==> config.mk <==
export PLATFORM = sky130hd
export DESIGN_NAME = two_finger_touch_frame_tracker_flat
export DESIGN_NICKNAME = d
export VERILOG_FILES = /design/src/design/tftt_pkg.sv /design/src/design/tftt_in_if.sv /design/src/design/tftt_cfg_if.sv /design/src/design/tftt_out_if.sv /design/src/design/two_finger_touch_frame_tracker.sv /design/src/design/tftt_front.sv /design/src/design/tftt_fifo.sv /design/src/design/tftt_back.sv /design/src/flat_wrapper.sv
export VERILOG_INCLUDE_DIRS = /design/src /design/src/design
export SDC_FILE = /design/constraint.sdc
export NUM_CORES = 1
export LEC_CHECK = 0
export BUFFER_PORTS_ARGS = -buffer_cell sky130_fd_sc_hd__clkbuf_2
export CAP_MARGIN = 25
export CORE_ASPECT_RATIO = 1.75
export CORE_MARGIN = 5
export CORE_UTILIZATION = 55
export DETAILED_ROUTE_END_ITERATION = 16
export PLACE_DENSITY = 0.77
export SYNTH_ARGS = -nofsm -noshare
export SYNTH_HDL_FRONTEND = slang
export SYNTH_HIERARCHICAL = 1
export SYNTH_SLANG_ARGS = --single-unit
==> constraint.sdc <==
create_clock -name clk_i -period 5 [get_ports clk_i]
set_clock_uncertainty 0.1 [all_clocks]
set_input_delay 0.25 -clock clk_i [delete_from_list [all_inputs] [get_ports clk_i]]
set_output_delay 0.25 -clock clk_i [all_outputs]
set_load 0.05 [all_outputs]
==> src/design/two_finger_touch_frame_tracker_defines.svh <==
// Assertion helpers for the top module, the only file that asserts.
`ifndef TWO_FINGER_TOUCH_FRAME_TRACKER_DEFINES_SVH
`define TWO_FINGER_TOUCH_FRAME_TRACKER_DEFINES_SVH

// Clocked check, off while reset is held.
`define TFTT_ASSERT(lbl, prop, msg) \
  lbl: assert property (@(posedge clk_i) disable iff (!rst_ni) (prop)) else $error(msg);

// Clocked check that also holds through reset.
`define TFTT_ASSERT_RST(lbl, prop, msg) \
  lbl: assert property (@(posedge clk_i) (prop)) else $error(msg);

`endif

==> src/design/tftt_pkg.sv <==
package tftt_pkg;

  typedef enum logic [1:0] {
    EV_CONTACT = 2'd0,
    EV_NOMELT  = 2'd1,
    EV_RECOVER = 2'd2,
    EV_SYNC    = 2'd3
  } event_kind_e;

  typedef enum logic [1:0] {
    MELT_IDLE   = 2'd0,
    MELT_SINGLE = 2'd1,
    MELT_MULTI  = 2'd2
  } melt_stage_e;

  typedef enum logic [2:0] {
    FC_FAULT,
    FC_BOTH,
    FC_ZERO,
    FC_ONE,
    FC_REL_MULTI,
    FC_REL_SINGLE,
    FC_IDLE
  } frame_case_e;

  localparam logic [1:0]  DevFault     = 2'd3;
  localparam logic [1:0]  FtcMax       = 2'd2;
  localparam logic [11:0] DragThreshRst = 12'd140;

  typedef struct packed {
    logic [3:0]  w;
    logic [11:0] x;
    logic [11:0] y;
  } finger_t;

  typedef struct packed {
    event_kind_e kind;
    logic        pressed;
    logic        sel_b;
  } slot_t;

  typedef struct packed {
    finger_t         fa;
    finger_t         fb;
    slot_t [2:0]     slot;
    logic  [1:0]     last_slot;
  } plan_t;

endpackage

==> src/design/tftt_in_if.sv <==
interface tftt_in_if;
  logic       valid;
  logic       ready;
  logic       read_failed;
  logic [1:0] chip_status;
  logic [3:0] finger_mask;
  logic [7:0] x_high_a;
  logic [7:0] y_high_a;
  logic [7:0] xy_low_a;
  logic [7:0] width_raw_a;
  logic [7:0] x_high_b;
  logic [7:0] y_high_b;
  logic [7:0] xy_low_b;
  logic [7:0] width_raw_b;

  modport source (
    output valid, read_failed, chip_status, finger_mask,
           x_high_a, y_high_a, xy_low_a, width_raw_a,
           x_high_b, y_high_b, xy_low_b, width_raw_b,
    input  ready
  );
  modport sink (
    input  valid, read_failed, chip_status, finger_mask,
           x_high_a, y_high_a, xy_low_a, width_raw_a,
           x_high_b, y_high_b, xy_low_b, width_raw_b,
    output ready
  );
endinterface

==> src/design/tftt_cfg_if.sv <==
interface tftt_cfg_if;
  logic        valid;
  logic        ready;
  logic [11:0] data;

  modport source (output valid, data, input ready);
  modport sink   (input valid, data, output ready);
endinterface

==> src/design/tftt_out_if.sv <==
interface tftt_out_if;
  logic        valid;
  logic        ready;
  logic [1:0]  event_kind;
  logic        pressed;
  logic [3:0]  contact_width;
  logic [11:0] x_pos;
  logic [11:0] y_pos;
  logic        last;

  modport source (
    output valid, event_kind, pressed, contact_width, x_pos, y_pos, last,
    input  ready
  );
  modport sink (
    input  valid, event_kind, pressed, contact_width, x_pos, y_pos, last,
    output ready
  );
endinterface

==> src/design/two_finger_touch_frame_tracker.sv <==
// channel | dir | carries
// in_i    | in  | one register frame per item
// cfg_i   | in  | drag_threshold write, always ready
// out_o   | out | one event per item, last marks the end of a frame
//
// A frame is classified and the tracking state updated on the cycle it is taken.
// The back end sends one event per cycle while out_o is ready, so a frame yields 1 to 3 events.
// A frame's plan passes through the plan queue and the current-plan register to the output register.
// in_i stalls only when the plan queue is full; out_o stalls hold the output register.
// Reset clears all tracking state; drag_threshold returns to 140.
module two_finger_touch_frame_tracker import tftt_pkg::*; #(
  parameter int unsigned QueueDepth = 2
) (
  input  logic       clk_i,
  input  logic       rst_ni,
  tftt_in_if.sink    in_i,
  tftt_cfg_if.sink   cfg_i,
  tftt_out_if.source out_o
);

  `include "two_finger_touch_frame_tracker_defines.svh"

  logic  q_push, q_full, q_pop, q_empty;
  plan_t push_plan, head_plan;

  tftt_front u_front (
    .clk_i    (clk_i),
    .rst_ni   (rst_ni),
    .in_i     (in_i),
    .cfg_i    (cfg_i),
    .q_full_i (q_full),
    .q_push_o (q_push),
    .plan_o   (push_plan)
  );

  tftt_fifo #(
    .Depth (QueueDepth)
  ) u_fifo (
    .clk_i   (clk_i),
    .rst_ni  (rst_ni),
    .push_i  (q_push),
    .data_i  (push_plan),
    .full_o  (q_full),
    .pop_i   (q_pop),
    .empty_o (q_empty),
    .data_o  (head_plan)
  );

  tftt_back u_back (
    .clk_i     (clk_i),
    .rst_ni    (rst_ni),
    .q_empty_i (q_empty),
    .plan_i    (head_plan),
    .q_pop_o   (q_pop),
    .out_o     (out_o)
  );

  `TFTT_ASSERT(a_last_kind, out_o.valid |-> (out_o.last == (out_o.event_kind == EV_SYNC || out_o.event_kind == EV_RECOVER)), "last flag does not match event kind")
  `TFTT_ASSERT(a_noncontact_zero, (out_o.valid && out_o.event_kind != EV_CONTACT) |-> (out_o.x_pos == 12'd0 && out_o.y_pos == 12'd0 && !out_o.pressed && out_o.contact_width == 4'd0), "non-contact item carries payload")
  `TFTT_ASSERT_RST(a_rst_quiet, !rst_ni |=> !out_o.valid, "output valid after reset")

endmodule

==> src/design/tftt_front.sv <==
module tftt_front import tftt_pkg::*; (
  input  logic      clk_i,
  input  logic      rst_ni,
  tftt_in_if.sink   in_i,
  tftt_cfg_if.sink  cfg_i,
  input  logic      q_full_i,
  output logic      q_push_o,
  output plan_t     plan_o
);

  function automatic finger_t decode_finger(input logic [7:0] xh, input logic [7:0] yh,
                                            input logic [7:0] xyl, input logic [7:0] wr);
    finger_t f;
    f.x = {xh, xyl[3:0]};
    f.y = {yh, xyl[7:4]};
    f.w = (wr[7:4] > wr[3:0]) ? wr[7:4] : wr[3:0];
    return f;
  endfunction

  function automatic slot_t mk_slot(input event_kind_e k, input logic pr, input logic sel);
    slot_t s;
    s.kind    = k;
    s.pressed = pr;
    s.sel_b   = sel;
    return s;
  endfunction

  logic [11:0] thr_q;
  logic        touch_q, touch_d;
  logic        multi_q, multi_d;
  logic        melt_en_q, melt_en_d;
  melt_stage_e stage_q, stage_d;
  logic [1:0]  ftc_q, ftc_d;
  logic [11:0] sx_q, sx_d, sy_q, sy_d;

  finger_t     fa, fb;
  logic        f0, f1, acc, drag_hit;
  logic [11:0] dx, dy;
  frame_case_e fcase;

  assign cfg_i.ready = 1'b1;
  assign in_i.ready  = !q_full_i;
  assign acc         = in_i.valid && in_i.ready;
  assign q_push_o    = acc;

  assign fa = decode_finger(in_i.x_high_a, in_i.y_high_a, in_i.xy_low_a, in_i.width_raw_a);
  assign fb = decode_finger(in_i.x_high_b, in_i.y_high_b, in_i.xy_low_b, in_i.width_raw_b);
  assign f0 = |in_i.finger_mask[1:0];
  assign f1 = |in_i.finger_mask[3:2];

  assign dx = (fa.x >= sx_q) ? fa.x - sx_q : sx_q - fa.x;
  assign dy = (fa.y >= sy_q) ? fa.y - sy_q : sy_q - fa.y;
  assign drag_hit = melt_en_q && (stage_q == MELT_SINGLE) && ((dx > thr_q) || (dy > thr_q));

  always_comb begin
    if (in_i.read_failed || in_i.chip_status == DevFault) begin
      fcase = FC_FAULT;
    end else if (f0 && f1) begin
      fcase = FC_BOTH;
    end else if (f0) begin
      fcase = FC_ZERO;
    end else if (f1) begin
      fcase = FC_ONE;
    end else if (multi_q && touch_q) begin
      fcase = FC_REL_MULTI;
    end else if (touch_q) begin
      fcase = FC_REL_SINGLE;
    end else begin
      fcase = FC_IDLE;
    end
  end

  // next state
  always_comb begin
    touch_d   = touch_q;
    multi_d   = multi_q;
    melt_en_d = melt_en_q;
    stage_d   = stage_q;
    ftc_d     = ftc_q;
    sx_d      = sx_q;
    sy_d      = sy_q;
    case (fcase)
      FC_FAULT: begin
        melt_en_d = 1'b1;
      end
      FC_BOTH: begin
        touch_d = 1'b1;
        multi_d = 1'b1;
        stage_d = MELT_MULTI;
      end
      FC_ZERO: begin
        if (ftc_q != FtcMax) ftc_d = ftc_q + 2'd1;
        touch_d = 1'b1;
        multi_d = 1'b0;
        if (stage_q == MELT_IDLE) stage_d = MELT_SINGLE;
        if (ftc_d == 2'd1) begin
          sx_d = fa.x;
          sy_d = fa.y;
        end
      end
      FC_ONE: begin
        multi_d = 1'b0;
      end
      FC_REL_MULTI: begin
        multi_d = 1'b0;
        touch_d = 1'b0;
        ftc_d   = 2'd0;
      end
      FC_REL_SINGLE: begin
        touch_d = 1'b0;
        ftc_d   = 2'd0;
        if (drag_hit) melt_en_d = 1'b0;
        stage_d = MELT_IDLE;
      end
      default: begin
      end
    endcase
  end

  // result plan
  always_comb begin
    plan_o.fa        = fa;
    plan_o.fb        = fb;
    plan_o.slot[0]   = mk_slot(EV_SYNC, 1'b0, 1'b0);
    plan_o.slot[1]   = mk_slot(EV_SYNC, 1'b0, 1'b0);
    plan_o.slot[2]   = mk_slot(EV_SYNC, 1'b0, 1'b0);
    plan_o.last_slot = 2'd0;
    case (fcase)
      FC_FAULT: begin
        plan_o.slot[0] = mk_slot(EV_RECOVER, 1'b0, 1'b0);
      end
      FC_BOTH: begin
        plan_o.slot[0]   = mk_slot(EV_CONTACT, 1'b1, 1'b0);
        plan_o.slot[1]   = mk_slot(EV_CONTACT, 1'b1, 1'b1);
        plan_o.last_slot = 2'd2;
      end
      FC_ZERO: begin
        plan_o.slot[0] = mk_slot(EV_CONTACT, 1'b1, 1'b0);
        if (multi_q) begin
          plan_o.slot[1]   = mk_slot(EV_CONTACT, 1'b0, 1'b1);
          plan_o.last_slot = 2'd2;
        end else begin
          plan_o.last_slot = 2'd1;
        end
      end
      FC_ONE: begin
        plan_o.slot[0] = mk_slot(EV_CONTACT, 1'b1, 1'b1);
        if (multi_q) begin
          plan_o.slot[1]   = mk_slot(EV_CONTACT, 1'b0, 1'b0);
          plan_o.last_slot = 2'd2;
        end else begin
          plan_o.last_slot = 2'd1;
        end
      end
      FC_REL_MULTI: begin
        plan_o.slot[0]   = mk_slot(EV_CONTACT, 1'b0, 1'b0);
        plan_o.slot[1]   = mk_slot(EV_CONTACT, 1'b0, 1'b1);
        plan_o.last_slot = 2'd2;
      end
      FC_REL_SINGLE: begin
        plan_o.slot[0] = mk_slot(EV_CONTACT, 1'b0, 1'b0);
        if (drag_hit) begin
          plan_o.slot[1]   = mk_slot(EV_NOMELT, 1'b0, 1'b0);
          plan_o.last_slot = 2'd2;
        end else begin
          plan_o.last_slot = 2'd1;
        end
      end
      default: begin
      end
    endcase
  end

  always_ff @(posedge clk_i or negedge rst_ni) begin
    if (!rst_ni) begin
      thr_q     <= DragThreshRst;
      touch_q   <= 1'b0;
      multi_q   <= 1'b0;
      melt_en_q <= 1'b1;
      stage_q   <= MELT_IDLE;
      ftc_q     <= 2'd0;
      sx_q      <= 12'd0;
      sy_q      <= 12'd0;
    end else begin
      if (cfg_i.valid && cfg_i.ready) thr_q <= cfg_i.data;
      if (acc) begin
        touch_q   <= touch_d;
        multi_q   <= multi_d;
        melt_en_q <= melt_en_d;
        stage_q   <= stage_d;
        ftc_q     <= ftc_d;
        sx_q      <= sx_d;
        sy_q      <= sy_d;
      end
    end
  end

endmodule

==> src/design/tftt_fifo.sv <==
module tftt_fifo import tftt_pkg::*; #(
  parameter int unsigned Depth = 2
) (
  input  logic  clk_i,
  input  logic  rst_ni,
  input  logic  push_i,
  input  plan_t data_i,
  output logic  full_o,
  input  logic  pop_i,
  output logic  empty_o,
  output plan_t data_o
);

  localparam int unsigned AW = $clog2(Depth);

  plan_t         mem_q [Depth];
  logic [AW-1:0] wr_q, rd_q;
  logic [AW:0]   cnt_q;

  assign full_o  = (cnt_q == (AW+1)'(Depth));
  assign empty_o = (cnt_q == '0);
  assign data_o  = mem_q[rd_q];

  always_ff @(posedge clk_i) begin
    if (push_i) mem_q[wr_q] <= data_i;
  end

  always_ff @(posedge clk_i or negedge rst_ni) begin
    if (!rst_ni) begin
      wr_q  <= '0;
      rd_q  <= '0;
      cnt_q <= '0;
    end else begin
      if (push_i) wr_q <= (wr_q == AW'(Depth - 1)) ? '0 : wr_q + 1'b1;
      if (pop_i)  rd_q <= (rd_q == AW'(Depth - 1)) ? '0 : rd_q + 1'b1;
      if (push_i && !pop_i) begin
        cnt_q <= cnt_q + 1'b1;
      end else if (pop_i && !push_i) begin
        cnt_q <= cnt_q - 1'b1;
      end
    end
  end

endmodule

==> src/design/tftt_back.sv <==
module tftt_back import tftt_pkg::*; (
  input  logic       clk_i,
  input  logic       rst_ni,
  input  logic       q_empty_i,
  input  plan_t      plan_i,
  output logic       q_pop_o,
  tftt_out_if.source out_o
);

  plan_t       cur_q, cur_d;
  logic        cur_valid_q, cur_valid_d;
  logic [1:0]  slot_q, slot_d;
  logic        out_valid_q;
  logic [1:0]  kind_q;
  logic        pressed_q, last_q;
  logic [3:0]  w_q;
  logic [11:0] x_q, y_q;

  slot_t       s;
  finger_t     fin;
  logic        load, fin_slot;

  assign s        = cur_q.slot[slot_q];
  assign fin      = s.sel_b ? cur_q.fb : cur_q.fa;
  assign load     = cur_valid_q && (!out_valid_q || out_o.ready);
  assign fin_slot = load && (slot_q == cur_q.last_slot);
  assign q_pop_o  = !q_empty_i && (!cur_valid_q || fin_slot);

  always_comb begin
    cur_d       = cur_q;
    cur_valid_d = cur_valid_q;
    slot_d      = slot_q;
    if (q_pop_o) begin
      cur_d       = plan_i;
      cur_valid_d = 1'b1;
      slot_d      = 2'd0;
    end else if (fin_slot) begin
      cur_valid_d = 1'b0;
    end else if (load) begin
      slot_d = slot_q + 2'd1;
    end
  end

  always_ff @(posedge clk_i) begin
    cur_q <= cur_d;
    if (load) begin
      kind_q <= s.kind;
      last_q <= (slot_q == cur_q.last_slot);
      if (s.kind == EV_CONTACT) begin
        pressed_q <= s.pressed;
        w_q       <= fin.w;
        x_q       <= fin.x;
        y_q       <= fin.y;
      end else begin
        pressed_q <= 1'b0;
        w_q       <= 4'd0;
        x_q       <= 12'd0;
        y_q       <= 12'd0;
      end
    end
  end

  always_ff @(posedge clk_i or negedge rst_ni) begin
    if (!rst_ni) begin
      cur_valid_q <= 1'b0;
      slot_q      <= 2'd0;
      out_valid_q <= 1'b0;
    end else begin
      cur_valid_q <= cur_valid_d;
      slot_q      <= slot_d;
      if (load) begin
        out_valid_q <= 1'b1;
      end else if (out_o.ready) begin
        out_valid_q <= 1'b0;
      end
    end
  end

  assign out_o.valid         = out_valid_q;
  assign out_o.event_kind    = kind_q;
  assign out_o.pressed       = pressed_q;
  assign out_o.contact_width = w_q;
  assign out_o.x_pos         = x_q;
  assign out_o.y_pos         = y_q;
  assign out_o.last          = last_q;

endmodule

==> src/flat_wrapper.sv <==
// flat-port wrapper written by rule: the top's interface ports become plain ports
module two_finger_touch_frame_tracker_flat import tftt_pkg::*;
#(
  parameter int unsigned QueueDepth = 2
)
  (clk_i, rst_ni, in_i_valid, in_i_read_failed, in_i_chip_status, in_i_finger_mask, in_i_x_high_a, in_i_y_high_a, in_i_xy_low_a, in_i_width_raw_a, in_i_x_high_b, in_i_y_high_b, in_i_xy_low_b, in_i_width_raw_b, in_i_ready, cfg_i_valid, cfg_i_data, cfg_i_ready, out_o_valid, out_o_event_kind, out_o_pressed, out_o_contact_width, out_o_x_pos, out_o_y_pos, out_o_last, out_o_ready);
  tftt_in_if in_i_i ();
  tftt_cfg_if cfg_i_i ();
  tftt_out_if out_o_i ();
  input  logic clk_i;
  input  logic rst_ni;
  input wire logic [$bits(in_i_i.valid)-1:0] in_i_valid;
  input wire logic [$bits(in_i_i.read_failed)-1:0] in_i_read_failed;
  input wire logic [$bits(in_i_i.chip_status)-1:0] in_i_chip_status;
  input wire logic [$bits(in_i_i.finger_mask)-1:0] in_i_finger_mask;
  input wire logic [$bits(in_i_i.x_high_a)-1:0] in_i_x_high_a;
  input wire logic [$bits(in_i_i.y_high_a)-1:0] in_i_y_high_a;
  input wire logic [$bits(in_i_i.xy_low_a)-1:0] in_i_xy_low_a;
  input wire logic [$bits(in_i_i.width_raw_a)-1:0] in_i_width_raw_a;
  input wire logic [$bits(in_i_i.x_high_b)-1:0] in_i_x_high_b;
  input wire logic [$bits(in_i_i.y_high_b)-1:0] in_i_y_high_b;
  input wire logic [$bits(in_i_i.xy_low_b)-1:0] in_i_xy_low_b;
  input wire logic [$bits(in_i_i.width_raw_b)-1:0] in_i_width_raw_b;
  output wire logic [$bits(in_i_i.ready)-1:0] in_i_ready;
  input wire logic [$bits(cfg_i_i.valid)-1:0] cfg_i_valid;
  input wire logic [$bits(cfg_i_i.data)-1:0] cfg_i_data;
  output wire logic [$bits(cfg_i_i.ready)-1:0] cfg_i_ready;
  output wire logic [$bits(out_o_i.valid)-1:0] out_o_valid;
  output wire logic [$bits(out_o_i.event_kind)-1:0] out_o_event_kind;
  output wire logic [$bits(out_o_i.pressed)-1:0] out_o_pressed;
  output wire logic [$bits(out_o_i.contact_width)-1:0] out_o_contact_width;
  output wire logic [$bits(out_o_i.x_pos)-1:0] out_o_x_pos;
  output wire logic [$bits(out_o_i.y_pos)-1:0] out_o_y_pos;
  output wire logic [$bits(out_o_i.last)-1:0] out_o_last;
  input wire logic [$bits(out_o_i.ready)-1:0] out_o_ready;
  assign in_i_i.valid = in_i_valid;
  assign in_i_i.read_failed = in_i_read_failed;
  assign in_i_i.chip_status = in_i_chip_status;
  assign in_i_i.finger_mask = in_i_finger_mask;
  assign in_i_i.x_high_a = in_i_x_high_a;
  assign in_i_i.y_high_a = in_i_y_high_a;
  assign in_i_i.xy_low_a = in_i_xy_low_a;
  assign in_i_i.width_raw_a = in_i_width_raw_a;
  assign in_i_i.x_high_b = in_i_x_high_b;
  assign in_i_i.y_high_b = in_i_y_high_b;
  assign in_i_i.xy_low_b = in_i_xy_low_b;
  assign in_i_i.width_raw_b = in_i_width_raw_b;
  assign in_i_ready = in_i_i.ready;
  assign cfg_i_i.valid = cfg_i_valid;
  assign cfg_i_i.data = cfg_i_data;
  assign cfg_i_ready = cfg_i_i.ready;
  assign out_o_valid = out_o_i.valid;
  assign out_o_event_kind = out_o_i.event_kind;
  assign out_o_pressed = out_o_i.pressed;
  assign out_o_contact_width = out_o_i.contact_width;
  assign out_o_x_pos = out_o_i.x_pos;
  assign out_o_y_pos = out_o_i.y_pos;
  assign out_o_last = out_o_i.last;
  assign out_o_i.ready = out_o_ready;
  two_finger_touch_frame_tracker #(.QueueDepth(QueueDepth)) u_core (.clk_i(clk_i), .rst_ni(rst_ni), .in_i(in_i_i), .cfg_i(cfg_i_i), .out_o(out_o_i));
endmodule
# After elaboration in Yosys (flattened, before gate mapping)
# Memory sizes are Yosys's and may differ from the RTL's. A register that Yosys moved wholly into a read port is not among the register bits.
# Cells that the tools add are included.
# totals
input_bits	88
regBits	87
memories	1
ram_bits	132
elab_cells	145
# op_classes
n_eq_ne	14
n_addsub	10
reduce_logical	47
magnitude_cmp	7
mux	43
# mem_list
memory	words	width	rd	rd_ports_with_merged_regs	write_ports	line_no	rtl
u_core.u_fifo.mem_q	2	66	1	1	1	tftt_fifo.sv:16	plan_t mem_q [Depth];
# op_table
op	n
$sub A12 B12 Y12	4
$mux W28	1
$ge A12 B12 Y1	2
$gt A12 B12 Y1	2
$mux W12	2
$mux W2	12
$mux W4	6
$pmux W4 S5	1
$pmux W4 S4	1
$reduce_bool A2 Y1	8
$mux W3	4
$pmux W2 S3	2
$reduce_or A2 Y1	6
$logic_and A1 B1 Y1	10
$mux W1	9
$reduce_and A3 Y1	3
$bmux W4 S2	1
$gt A4 B4 Y1	2
$reduce_and A2 Y1	4
$add A2 B1 Y2 const B	3
$eq A3 B2 Y1 const B	2
$eq A3 B3 Y1 const B	2
$logic_not A1 Y1	6
$logic_not A2 Y1	3
other kinds (15)	25

# Depth between registers and ports, before layout
# Gate-level depths: netlist of the first run.
# logic_depth
ltp_word	10
mapped_depth	20

# By module
# Netlist of the first run, hierarchy kept.
# by_module_without_submodules
module	area_per_inst_um2	cells_per_inst	instances
tftt_fifo	5589.1	234	1
tftt_front	5067.4	611	1
tftt_back	4270.3	275	1

# Worst setup path after synthesis of the first run
# No wires, ideal clock.
# synth_timing
path_type	register to register
from	register u_core.u_back.out_valid_q, in the netlist u_core/u_back/out_o.valid
to	register u_core.u_fifo.cnt_q[1]
slack_ps	-46
path_stages_with_launch	9
n_path_buf	0
setup_ps	79
required_time_ps	4821
arrival_time_ps	4866
path_cell_list	dfrtp_1 > nor2b_1 > o21a_1 > nor2_1 > inv_1 > ha_1 > xor2_1 > nor2_1 > xor2_1
# synth_via
elab_chain_cells	9
word_cells_on_any_way	11
# synth_rtl
item	line_no	rtl
start: declaration	tftt_back.sv:13	logic out_valid_q;
start signal: assignment	tftt_back.sv:67	out_valid_q <= 1'b0;
start signal: assignment	tftt_back.sv:72	out_valid_q <= 1'b1;
start signal: assignment	tftt_back.sv:74	out_valid_q <= 1'b0;
$logic_not A1 Y1 (*)	tftt_back.sv:25	assign load = cur_valid_q && (!out_valid_q || out_o.ready);
$logic_or A1 B1 Y1 (*)	tftt_back.sv:25	
$logic_and A1 B1 Y1 (*)	tftt_back.sv:25	
$logic_and A1 B1 Y1 (*)	tftt_back.sv:26	assign fin_slot = load && (slot_q == cur_q.last_slot);
$logic_or A1 B1 Y1 (*)	tftt_back.sv:27	assign q_pop_o = !q_empty_i && (!cur_valid_q || fin_slot);
$logic_and A1 B1 Y1 (*)	tftt_back.sv:27	
via u_core.q_pop	two_finger_touch_frame_tracker.sv:23	logic q_push, q_full, q_pop, q_empty;
$logic_not A1 Y1	tftt_fifo.sv:36	if (push_i && !pop_i) begin
$logic_and A1 B1 Y1	tftt_fifo.sv:36	
$mux W2 or $reduce_bool A2 Y1 (tied branches)	n/a	
end signal: assignment	tftt_fifo.sv:37	cnt_q <= cnt_q + 1'b1;
end signal: assignment	tftt_fifo.sv:39	cnt_q <= cnt_q - 1'b1;
end: declaration	tftt_fifo.sv:18	logic [AW:0] cnt_q;
# Mark *: on every way through the listed nets, which the timed path passes. The rest lies on a longest branch.
# A chain may end at the register's enable or synchronous reset.

==> impl_metrics.json, run 1 <==
{
  "synth_area_um2": 14930,
  "fin_crit_ns": 4.436,
  "wl_um": 30370,
  "ir_worst_vdd_mv": 0.3832,
  "path_clk_slew_ns": 0.06,
  "clkLatencyLatePin_ns": 0.55,
  "place.gp.congestion": 0.8673,
  "start_kind": "input port",
  "ant_nets": 0,
  "synth_cell_types": 68,
  "grt_overflow": 0,
  "setup_tns_ns": 0,
  "critPathRequiredTime_ns": 5.19,
  "initial_utilization_pct": 55.93,
  "drive_gt1_share_pct": 22.83,
  "tightest_slew_ns": 1.025,
  "cts_max_path_buffers": 3,
  "maxSlewViolCount": 0,
  "ys_top_cells_by_count": "edfxtp_1, ha_1, inv_1",
  "min_path_type": "in -> reg",
  "ys_ff_latch": 293,
  "setup.worst_path.end_class": "flip-flop",
  "postSynthCellCount": 1120,
  "syn_avg_cell_area_um2": 13.33,
  "multi_input_area_um2": 5310,
  "cts_max_level": 1,
  "synth_edf_count": 242,
  "grt_usage_pct": 19.91,
  "crit_buf_inv": 5,
  "period_share_pct": 88.71,
  "crit_type": "in -> reg",
  "cpLargestDelayFamily": "compound AO/OA/AOI/OAI gates",
  "io_pins": 123,
  "p_leak_nw": 7.005,
  "place.port_buffers": 121,
  "hold_viol_final": 0,
  "rsz0062_at_grt": "no",
  "syn2layout_area_growth_pct": 13.07,
  "drc": 0,
  "antenna_found_initial": 1,
  "postLayoutCoreUtil_pct": 63.24,
  "first_pass_iters": 5,
  "via_per_inst": 5.645,
  "cts_inserted_buffers": 26,
  "ys_dominant_reg_cell": "edfxtp_1",
  "cp.arrival_ns": 4.62,
  "cts_tree": "yes",
  "die_y_um": 227.9,
  "grt_pass1_vias": 9502,
  "maxCapViolations": 0,
  "yosysMostFrequentCell": "edfxtp_1",
  "fmax_ghz": 0.2254,
  "vias": 9055,
  "finalSetupViolCount": 0,
  "std_cell_rows": 79,
  "cp_slowest_stage_delay_ns": 0.53,
  "hpwlAfterDp_um": 20210,
  "register_area_um2": 8552,
  "fill_cells": 1954,
  "die_x_um": 134.5,
  "slew_headroom_pct": 31.65,
  "synth_top_area_share_pct": 48.68,
  "outcome": "completed",
  "path_max_fanout": 6,
  "power_density_nw_per_um2": 649.0,
  "core-area_um2": 26690,
  "final_net_count": 1432,
  "synth_area_leaders": "edfxtp_1, dfrtp_1, mux2_4, ha_1, buf_4",
  "grt_pass1_wl_um": 49200,
  "critPathSlowestCell": "dlygate4sd3_1",
  "ys_async_sr_fraction_pct": 17.41,
  "routedWlPerCell_um": 18.93,
  "drtIter0Drc": 630,
  "post-synth-top-area-cell": "edfxtp_1",
  "yosys_warnings": 6,
  "grt_max_degree": 71,
  "cts_sinks": 293,
  "seq_area_frac_synth_pct": 57.27,
  "post_cts.repair.setup_buffers": 0,
  "die_area_um2": 30660,
  "root_buffer": "clkbuf_16",
  "path_cells": "dlygate4sd3_1, clkbuf_2, inv_1, ha_1, inv_1, fa_1, nand3_1, a311oi_2, a211oi_2, buf_4, mux2i_1, o211ai_2, a31oi_1, xnor2_1, ha_1, nand4_1, or2_2, a21o_1, o211ai_1, a22o_1, nand2_1, o21a_1"
}
[timing repair]
| action | 4_1_cts | 5_1_grt |
|---|---|---|
| gates resized for setup | 0 | 0 |
| hold endpoints to repair | 196 | 0 |
| hold buffers | 77 | 0 |
[cell type report]
cell class | instances | share of cell area [%]
multi-input combinational | 650 | 31.46
clock buffer | 36 | 4.196
timing repair buffer | 211 | 8.778
tap | 324 | 2.402
inverter | 77 | 1.713
sequential | 293 | 50.67
antenna | 1 | 0.01483
clock inverter | 12 | 0.7636
[metal layers]
layer	share of wire (%)	wire length, um	GRT usage (%)
met1	39	11720	23.90
met2	54	16500	36.54
met3	4.0	1229	2.445
met4	3.0	920	6.847
met5	0	0	0
[worst paths after layout]
kind	startpoint	to	slack, ns	depth (start not counted)
max	in_i_xy_low_a[0]	u_core/u_fifo/mem_q[1][9]	0.56	22
min	cfg_i_valid	u_core/u_front/thr_q[7]	0.04	3
max reg2reg	u_core/u_front/sx_q[5]	u_core/u_fifo/mem_q[1][9]	0.63	17
min reg2reg	u_core/u_front/ftc_q[1]	u_core/u_front/ftc_q[1]	0.40	1
max in group asynchronous	rst_ni	u_core/u_fifo/rd_q	3.94	3
min in group asynchronous	rst_ni	u_core/u_front/touch_q	0.30	3
[worst reg2reg max path: cells and delay by family (launching register included)]
kind	cells	cell delay, ns
flip-flops	1	0.39
adder cells (fa/ha/maj)	2	0.81
buffers and inverters	1	0.18
multiplexers	1	0.28
AO/OA/AOI/OAI	8	1.44
AND/OR/NAND/NOR	4	0.82
XOR/XNOR	1	0.11
[through the flow]
stage,hold slack (ns),area (um^2),worst slack [ns],power [mW],instances
floorplan,-0.1456,14940,0.4379,7.994,1123
global placement,0.3384,15250,0.7036,8.784,1477
detailed placement,0.3443,15270,0.6062,8.935,1478
CTS,0.009459,16870,0.6064,10.98,1603
global route,0.06152,16880,0.2947,11.61,1604
finish,0.03599,16880,0.5643,10.95,1604
[cell usage in the layout (no fill, tap or decap), types with 12 or more instances in the layout]
| cell | netlist | layout |
|---|---|---|
| a31oi_1 | 34 | 34 |
| clkbuf_2 | 1 | 121 |
| edfxtp_1 | 242 | 242 |
| xor2_1 | 13 | 13 |
| a22oi_1 | 28 | 28 |
| mux2_4 | 69 | 69 |
| nand4_1 | 14 | 14 |
| a21oi_1 | 63 | 63 |
| dfrtp_1 | 47 | 46 |
| inv_1 | 77 | 77 |
| nor2_1 | 23 | 22 |
| ha_1 | 81 | 81 |
| mux2_2 | 13 | 13 |
| xnor2_1 | 15 | 15 |
| a21oi_2 | 14 | 14 |
| buf_4 | 58 | 12 |
| o21ai_0 | 55 | 55 |
| dlygate4sd3_1 | 0 | 77 |
| clkbuf_16 | 0 | 26 |
| a21o_1 | 25 | 25 |
| mux2i_1 | 16 | 16 |
| nand2_1 | 58 | 58 |
| and3_1 | 29 | 29 |
[state kept, by name, summed over array words and instances, names as in the netlist, 2 cells and up]
signal	cells
u_core/u_front/thr_q	12
u_core/u_fifo/mem_q	140
u_core/u_back/out_o.y_pos	12
u_core/u_back/cur_q	70
u_core/u_back/out_o.event_kind	2
u_core/u_back/out_o.x_pos	12
u_core/u_front/ftc_q	2
u_core/u_front/stage_q	2
u_core/u_front/sx_q	12
u_core/u_front/sy_q	12
u_core/u_fifo/cnt_q	2
u_core/u_back/out_o.contact_width	4
u_core/u_back/slot_q	2
[power breakdown]
part	internal, mW	switching (mW)	leakage (nW)	total [mW]
Clock	1.10	0.876	0.396	1.98
Combinational	1.93	2.91	3.76	4.85
Sequential	3.70	0.437	2.85	4.13
Total	6.73	4.22	7.01	11.0
[cell families (layout without fill, tap and decap cells)]
| family | after synthesis | after routing | share of synthesized area [%] |
|---|---|---|---|
| mux | 98 | 98 | 8.994 |
| other cells | 2 | 6 | 0.05031 |
| flops | 293 | 293 | 57.27 |
| compound gates | 262 | 262 | 11.41 |
| simple gates | 172 | 172 | 5.893 |
| buf+inv | 180 | 336 | 7.418 |
| fa+ha+maj | 85 | 85 | 7.326 |
| xor+xnor | 28 | 28 | 1.643 |
(Power assumes the default switching activity.)
==> run 2: changes to the inputs <==
==> constraint.sdc (replaced) <==
create_clock -name clk_i -period 5 [get_ports clk_i]
set_clock_uncertainty 0.1 [all_clocks]
set_input_delay 0.75 -clock clk_i [delete_from_list [all_inputs] [get_ports clk_i]]
set_output_delay 0.75 -clock clk_i [all_outputs]
set_load 0.05 [all_outputs]
==> impl_metrics.json, run 2 (same netlist as run 1, synthesis figures left out) <==
{
  "hpwlAfterDp_um": 20100,
  "setup_tns_ns": 0,
  "power_density_nw_per_um2": 674.0,
  "antenna_found_initial": 0,
  "crit_type": "in -> reg",
  "min_path_type": "in -> async",
  "grt_pass1_vias": 8860,
  "grt_max_degree": 71,
  "post_cts_resized": 0,
  "fill_cells": 2044,
  "crit-reg2reg-launch": "u_core/u_front/sy_q[0]",
  "top_layer_used": "met4",
  "cts_tree": "yes",
  "tightest_slew_ns": 1.013,
  "drtIter0Drc": 656,
  "register_area_um2": 8552,
  "path_depth": 21,
  "postLayoutCoreUtil_pct": 60.62,
  "finalSetupViolCount": 0,
  "first_pass_iters": 5,
  "io_pins": 123,
  "maxCapViolations": 0,
  "hold_slack_ns": 0.04201,
  "p_leak_nw": 6.735,
  "wl_met3_um": 1231,
  "r2r_setup_slack_ns": 0.70,
  "post_cts.repair.setup_buffers": 0,
  "cp_slowest_stage_delay_ns": 0.39,
  "rsz0062_at_grt": "no",
  "crit_buf_inv": 4,
  "clkLatencyLatePin_ns": 0.53,
  "syn2layout_area_growth_pct": 8.391,
  "wl_met1_um": 11220,
  "cp.arrival_ns": 4.51,
  "fin_crit_ns": 4.320,
  "cts_sinks": 293,
  "std_cell_rows": 79,
  "slew_headroom_pct": 32.44,
  "final_cell_mix": "edfxtp_1, clkbuf_2, ha_1",
  "setup.worst_path.end_class": "flip-flop",
  "cts_max_path_buffers": 3,
  "ir_worst_vdd_mv": 0.4440,
  "critPathRequiredTime_ns": 5.19,
  "wl_met2_um": 15030,
  "cpLargestDelayFamily": "compound AO/OA/AOI/OAI gates",
  "path_max_fanout": 5,
  "cp-startpoint": "in_i_xy_low_a[0]",
  "place.gp.congestion": 0.9038,
  "path_cells": "clkbuf_2, inv_1, ha_1, inv_1, fa_1, nand3_1, a311oi_2, a211oi_2, buf_4, mux2i_1, a31oi_2, o21ai_2, xnor2_1, ha_1, nand4_1, or2_2, a21o_1, o211ai_1, a22o_1, nand2_1, o21a_1",
  "root_buffer": "clkbuf_16",
  "crit_path_end": "u_core/u_fifo/mem_q[1][9]",
  "largest_reg_flops": 140,
  "drive_gt1_share_pct": 25.08,
  "ant_nets": 0,
  "outcome": "completed",
  "wl_um": 28430,
  "vias": 8784,
  "multi_input_area_um2": 5310,
  "path_clk_slew_ns": 0.07,
  "initial_utilization_pct": 55.93,
  "reg2reg_depth": 19,
  "cts_max_level": 1,
  "diodes": 0,
  "regToRegEndpoint": "u_core/u_fifo/mem_q[1][9]",
  "place.port_buffers": 121,
  "grt_overflow": 0,
  "final_common_cell": "edfxtp_1",
  "place_ws_ns": 0.1154,
  "die_area_um2": 30660,
  "grt_pass1_wl_um": 45380,
  "core-area_um2": 26690,
  "period_share_pct": 86.40,
  "hold_viol_final": 0,
  "critPathSlowestCell": "fa_1",
  "routedWlPerCell_um": 18.61,
  "fmax_ghz": 0.2315,
  "worst_slack_ns": 0.6798,
  "die_y_um": 227.9,
  "regMostFlops": "u_core/u_fifo/mem_q",
  "cts_inserted_buffers": 26,
  "drc": 0,
  "start_kind": "input port",
  "holdBufCountCts": 0,
  "maxSlewViolCount": 0,
  "grt_usage_pct": 18.37,
  "top_regs": "u_core/u_fifo/mem_q (140), u_core/u_back/cur_q (70)",
  "die_x_um": 134.5,
  "via_per_inst": 5.749,
  "final_net_count": 1357
}
run 2: worst register-to-register path, delay by kind of cell, from the launching register on:
kind	cells	cell delay [ns]
flops	1	0.38
simple gates	5	0.78
compound gates	8	1.68
xor+xnor	1	0.17
buf+inv	2	0.13
fa+ha+maj	3	0.83
run 2: per-layer routing:
layer / vias to the layer above / GRT usage, %
met5: - / 0
met4: 0 / 6.592
met3: 65 / 2.401
met2: 276 / 33.03
met1: 4248 / 22.48
li1: 4195 / -
run 2: area by class of cell:
class                           instances  area share (%)
Sequential cell                       293           52.86
Multi-Input combinational cell        650           32.82
Timing Repair Buffer                  136           4.532
Clock buffer                           30           4.307
Tap cell                              324           2.506
Inverter                               77           1.786
Clock inverter                         18           1.191
run 2: how the worst min path moves through the flow:
stage | to | slack, ns | cells after the start
2_1_floorplan | u_core/u_back/cur_valid_q | 0.35 | 0
3_3_place_gp | u_core/u_fifo/cnt_q[1] | 0.37 | 1
3_5_place_dp | u_core/u_front/stage_q[0] | 0.39 | 1
4_1_cts | u_core/u_front/ftc_q[0] | 0.02 | 1
5_1_grt | u_core/u_front/ftc_q[0] | 0.05 | 1
6_report | u_core/u_front/ftc_q[0] | 0.04 | 1
run 2: power breakdown:
| part | internal, mW | leakage, nW | switching [mW] |
|---|---|---|---|
| Combinational | 1.90 | 3.45 | 2.87 |
| Sequential | 3.69 | 2.85 | 0.400 |
| Clock | 1.17 | 0.433 | 0.877 |
run 2: metrics by stage:
step / cell area [um^2] / instances / power, mW
floorplan: 14940 / 1123 / 7.994
global placement: 15260 / 1478 / 8.715
detailed placement: 15290 / 1480 / 8.905
CTS: 16180 / 1528 / 10.99
global route: 16180 / 1528 / 11.57
finish: 16180 / 1528 / 10.90
==> run 3: changes to the inputs <==
Settings changed: CORE_UTILIZATION 55 to 54, PLACE_DENSITY 0.77 to 0.8, SYNTH_HIERARCHICAL 1 to unset.
==> impl_metrics.json, run 3 <==
{
  "outcome": "completed",
  "syn2layout_area_growth_pct": 13.22,
  "power_density_nw_per_um2": 635.9,
  "drtIter0Drc": 431,
  "seq_area_frac_synth_pct": 62.35,
  "maxSlewViolCount": 0,
  "routedWlPerCell_um": 18.35,
  "rsz0062_at_grt": "no",
  "cts_max_level": 1,
  "path_clk_slew_ns": 0.06,
  "die_x_um": 127.9,
  "via_per_inst": 5.506,
  "clkLatencyLatePin_ns": 0.53,
  "post-synth-top-area-cell": "edfxtp_1",
  "synth_area_um2": 13130,
  "ir_worst_vdd_mv": 0.3262,
  "min_path_type": "in -> async",
  "final_cell_mix": "edfxtp_1, clkbuf_2, nand2_1",
  "hold_viol_final": 0,
  "setup_tns_ns": 0,
  "grt_max_degree": 61,
  "tightest_slew_ns": 0.9771,
  "cts_tree": "yes",
  "hold_slack_ns": 0.2642,
  "initial_utilization_pct": 54.67,
  "cts_inserted_buffers": 25,
  "place.port_buffers": 121,
  "grt_overflow": 0,
  "placed_area_um2": 14120,
  "first_pass_iters": 5,
  "cts_sinks": 281,
  "synth_edf_count": 230,
  "final_net_count": 1289,
  "root_buffer": "clkbuf_16",
  "io_pins": 123,
  "post_cts.repair.setup_buffers": 0,
  "fin_crit_ns": 4.372,
  "synth_top_area_share_pct": 52.59,
  "wl_um": 26530,
  "grt_pass1_vias": 8459,
  "die_area_um2": 27660,
  "path_max_fanout": 7,
  "period_share_pct": 87.45,
  "holdBufCountCts": 0,
  "maxCapViolations": 0,
  "postSynthCellCount": 986,
  "finalSetupViolCount": 0,
  "ys_async_sr_fraction_pct": 18.15,
  "vias": 7962,
  "start_kind": "input port",
  "fmax_ghz": 0.2287,
  "ys_ff_latch": 281,
  "yosys_warnings": 0,
  "crit_type": "in -> reg",
  "largest_reg_flops": 132,
  "final_common_cell": "edfxtp_1",
  "ant_nets": 0,
  "place.gp.congestion": 0.9226,
  "std_cell_rows": 75,
  "ys_dominant_reg_cell": "edfxtp_1",
  "cp.arrival_ns": 4.53,
  "post_cts_resized": 0,
  "final_area_um2": 14870,
  "syn_avg_cell_area_um2": 13.32,
  "p_leak_nw": 6.265,
  "synth_fp_nets": 1158,
  "yosysMostFrequentCell": "edfxtp_1",
  "grt_usage_pct": 19.09,
  "synth_area_leaders": "edfxtp_1, dfrtp_1, ha_1, mux2_2, mux2i_1",
  "hpwlAfterDp_um": 18960,
  "synth_cell_types": 58,
  "critPathRequiredTime_ns": 5.16,
  "antenna_found_initial": 2,
  "top_regs": "u_core.u_fifo.mem_q (132), u_core.u_back.cur_q (66)",
  "die_y_um": 216.3,
  "regMostFlops": "u_core.u_fifo.mem_q",
  "drc": 0,
  "setup.worst_path.end_class": "flip-flop",
  "grt_pass1_wl_um": 42300,
  "drive_gt1_share_pct": 23.77,
  "core-area_um2": 24020,
  "slew_headroom_pct": 34.70,
  "cts_max_path_buffers": 3,
  "ys_top_cells_by_count": "edfxtp_1, nand2_1, inv_1",
  "fill_cells": 1887
}
==> run 3: cell count changes after synthesis, moves of 9 or more <==
| cell | previous run | this run |
|---|---|---|
| edfxtp_1 | 242 | 230 |
| buf_4 | 58 | 1 |
| a21oi_2 | 14 | 2 |
| mux2_4 | 69 | 1 |
| a31oi_1 | 34 | 5 |
| mux2_2 | 13 | 79 |
| mux2i_1 | 16 | 40 |
| nand2_1 | 58 | 96 |
| a21o_1 | 25 | 13 |
| a22oi_1 | 28 | 0 |
| buf_6 | 11 | 1 |
| clkbuf_1 | 13 | 22 |
| buf_2 | 13 | 3 |
| and3_1 | 29 | 4 |
==> run 3: metrics by stage <==
stage	power (mW)	util, %	instances	setup WS, ns
3_5_place_dp	7.731	58.78	1398	0.1366
6_report	9.456	61.90	1446	0.6276
2_1_floorplan	6.701	-	986	0.5185
5_1_grt	10.05	61.90	1446	0.3697
4_1_cts	9.519	61.88	1444	0.6753
3_3_place_gp	7.601	58.78	1398	0.1877
==> run 3: logic make-up (layout without fill, tap and decap cells) <==
group	after synthesis	in the layout	share of synthesized area (%)
adders and majority gates	84	84	8.232
DFF	281	281	62.35
buffers and inverters	116	266	3.439
xor gates and xnor gates	27	27	1.801
AOI/OAI and AO/OA	180	180	8.203
other	1	3	0.02855
and+or+nand+nor	177	177	6.012
muxes	120	120	9.937
==> run 3: final cells by class <==
class	count	area, um^2	share of cell area [%]
timing repair buffer	136	718.2	4.830
multi-input combinational	589	4512	30.34
inverter	84	315.3	2.120
tap	308	385.4	2.592
clock inverter	13	68.82	0.4628
clock buffer	33	675.6	4.544
sequential	281	8189	55.07
antenna	2	5.005	0.03366
==> run 3: report_power, final <==
part           switching (mW)  leakage, nW  internal (mW)
clock                   0.812        0.368          0.955
combinational            2.40         3.16           1.48
sequential              0.324         2.73           3.48
==> run 3: final timing paths <==
kind | startpoint | end | slack, ns | cells after the start
min reg2reg | u_core.u_front.ftc_q[0] | u_core.u_front.ftc_q[0] | 0.38 | 2
max reg2reg | u_core.u_front.sx_q[7] | u_core.u_fifo.mem_q[0][9] | 0.67 | 15
max | in_i_xy_low_a[0] | u_core.u_fifo.mem_q[0][9] | 0.63 | 19
min in group clk_i | in_i_x_high_b[5] | u_core.u_fifo.mem_q[1][31] | 0.31 | 1
min | rst_ni | u_core.u_fifo.wr_q | 0.26 | 2
max in group asynchronous | rst_ni | u_core.u_fifo.rd_q | 4.04 | 2
==> run 3: critical path: stages <==
cell and delay (ns):
clkbuf_2 0.11, inv_1 0.08, ha_1 0.15, inv_1 0.06, fa_1 0.42, a21o_1 0.17
a21oi_1 0.17, a21oi_1 0.09, a211o_1 0.40, mux2_4 0.36, a221oi_2 0.28, xnor2_1 0.11
ha_1 0.29, nand4_1 0.11, nor3_1 0.28, o21a_1 0.17, o31ai_1 0.08, o31a_1 0.17
o31a_1 0.28
==> run 3: layer usage <==
layer  GRT usage [%]  routed length (um)
met2           36.27               14640
met3           2.365                1194
met4           7.153                 827
met1           21.40                9875
met5               0                   0
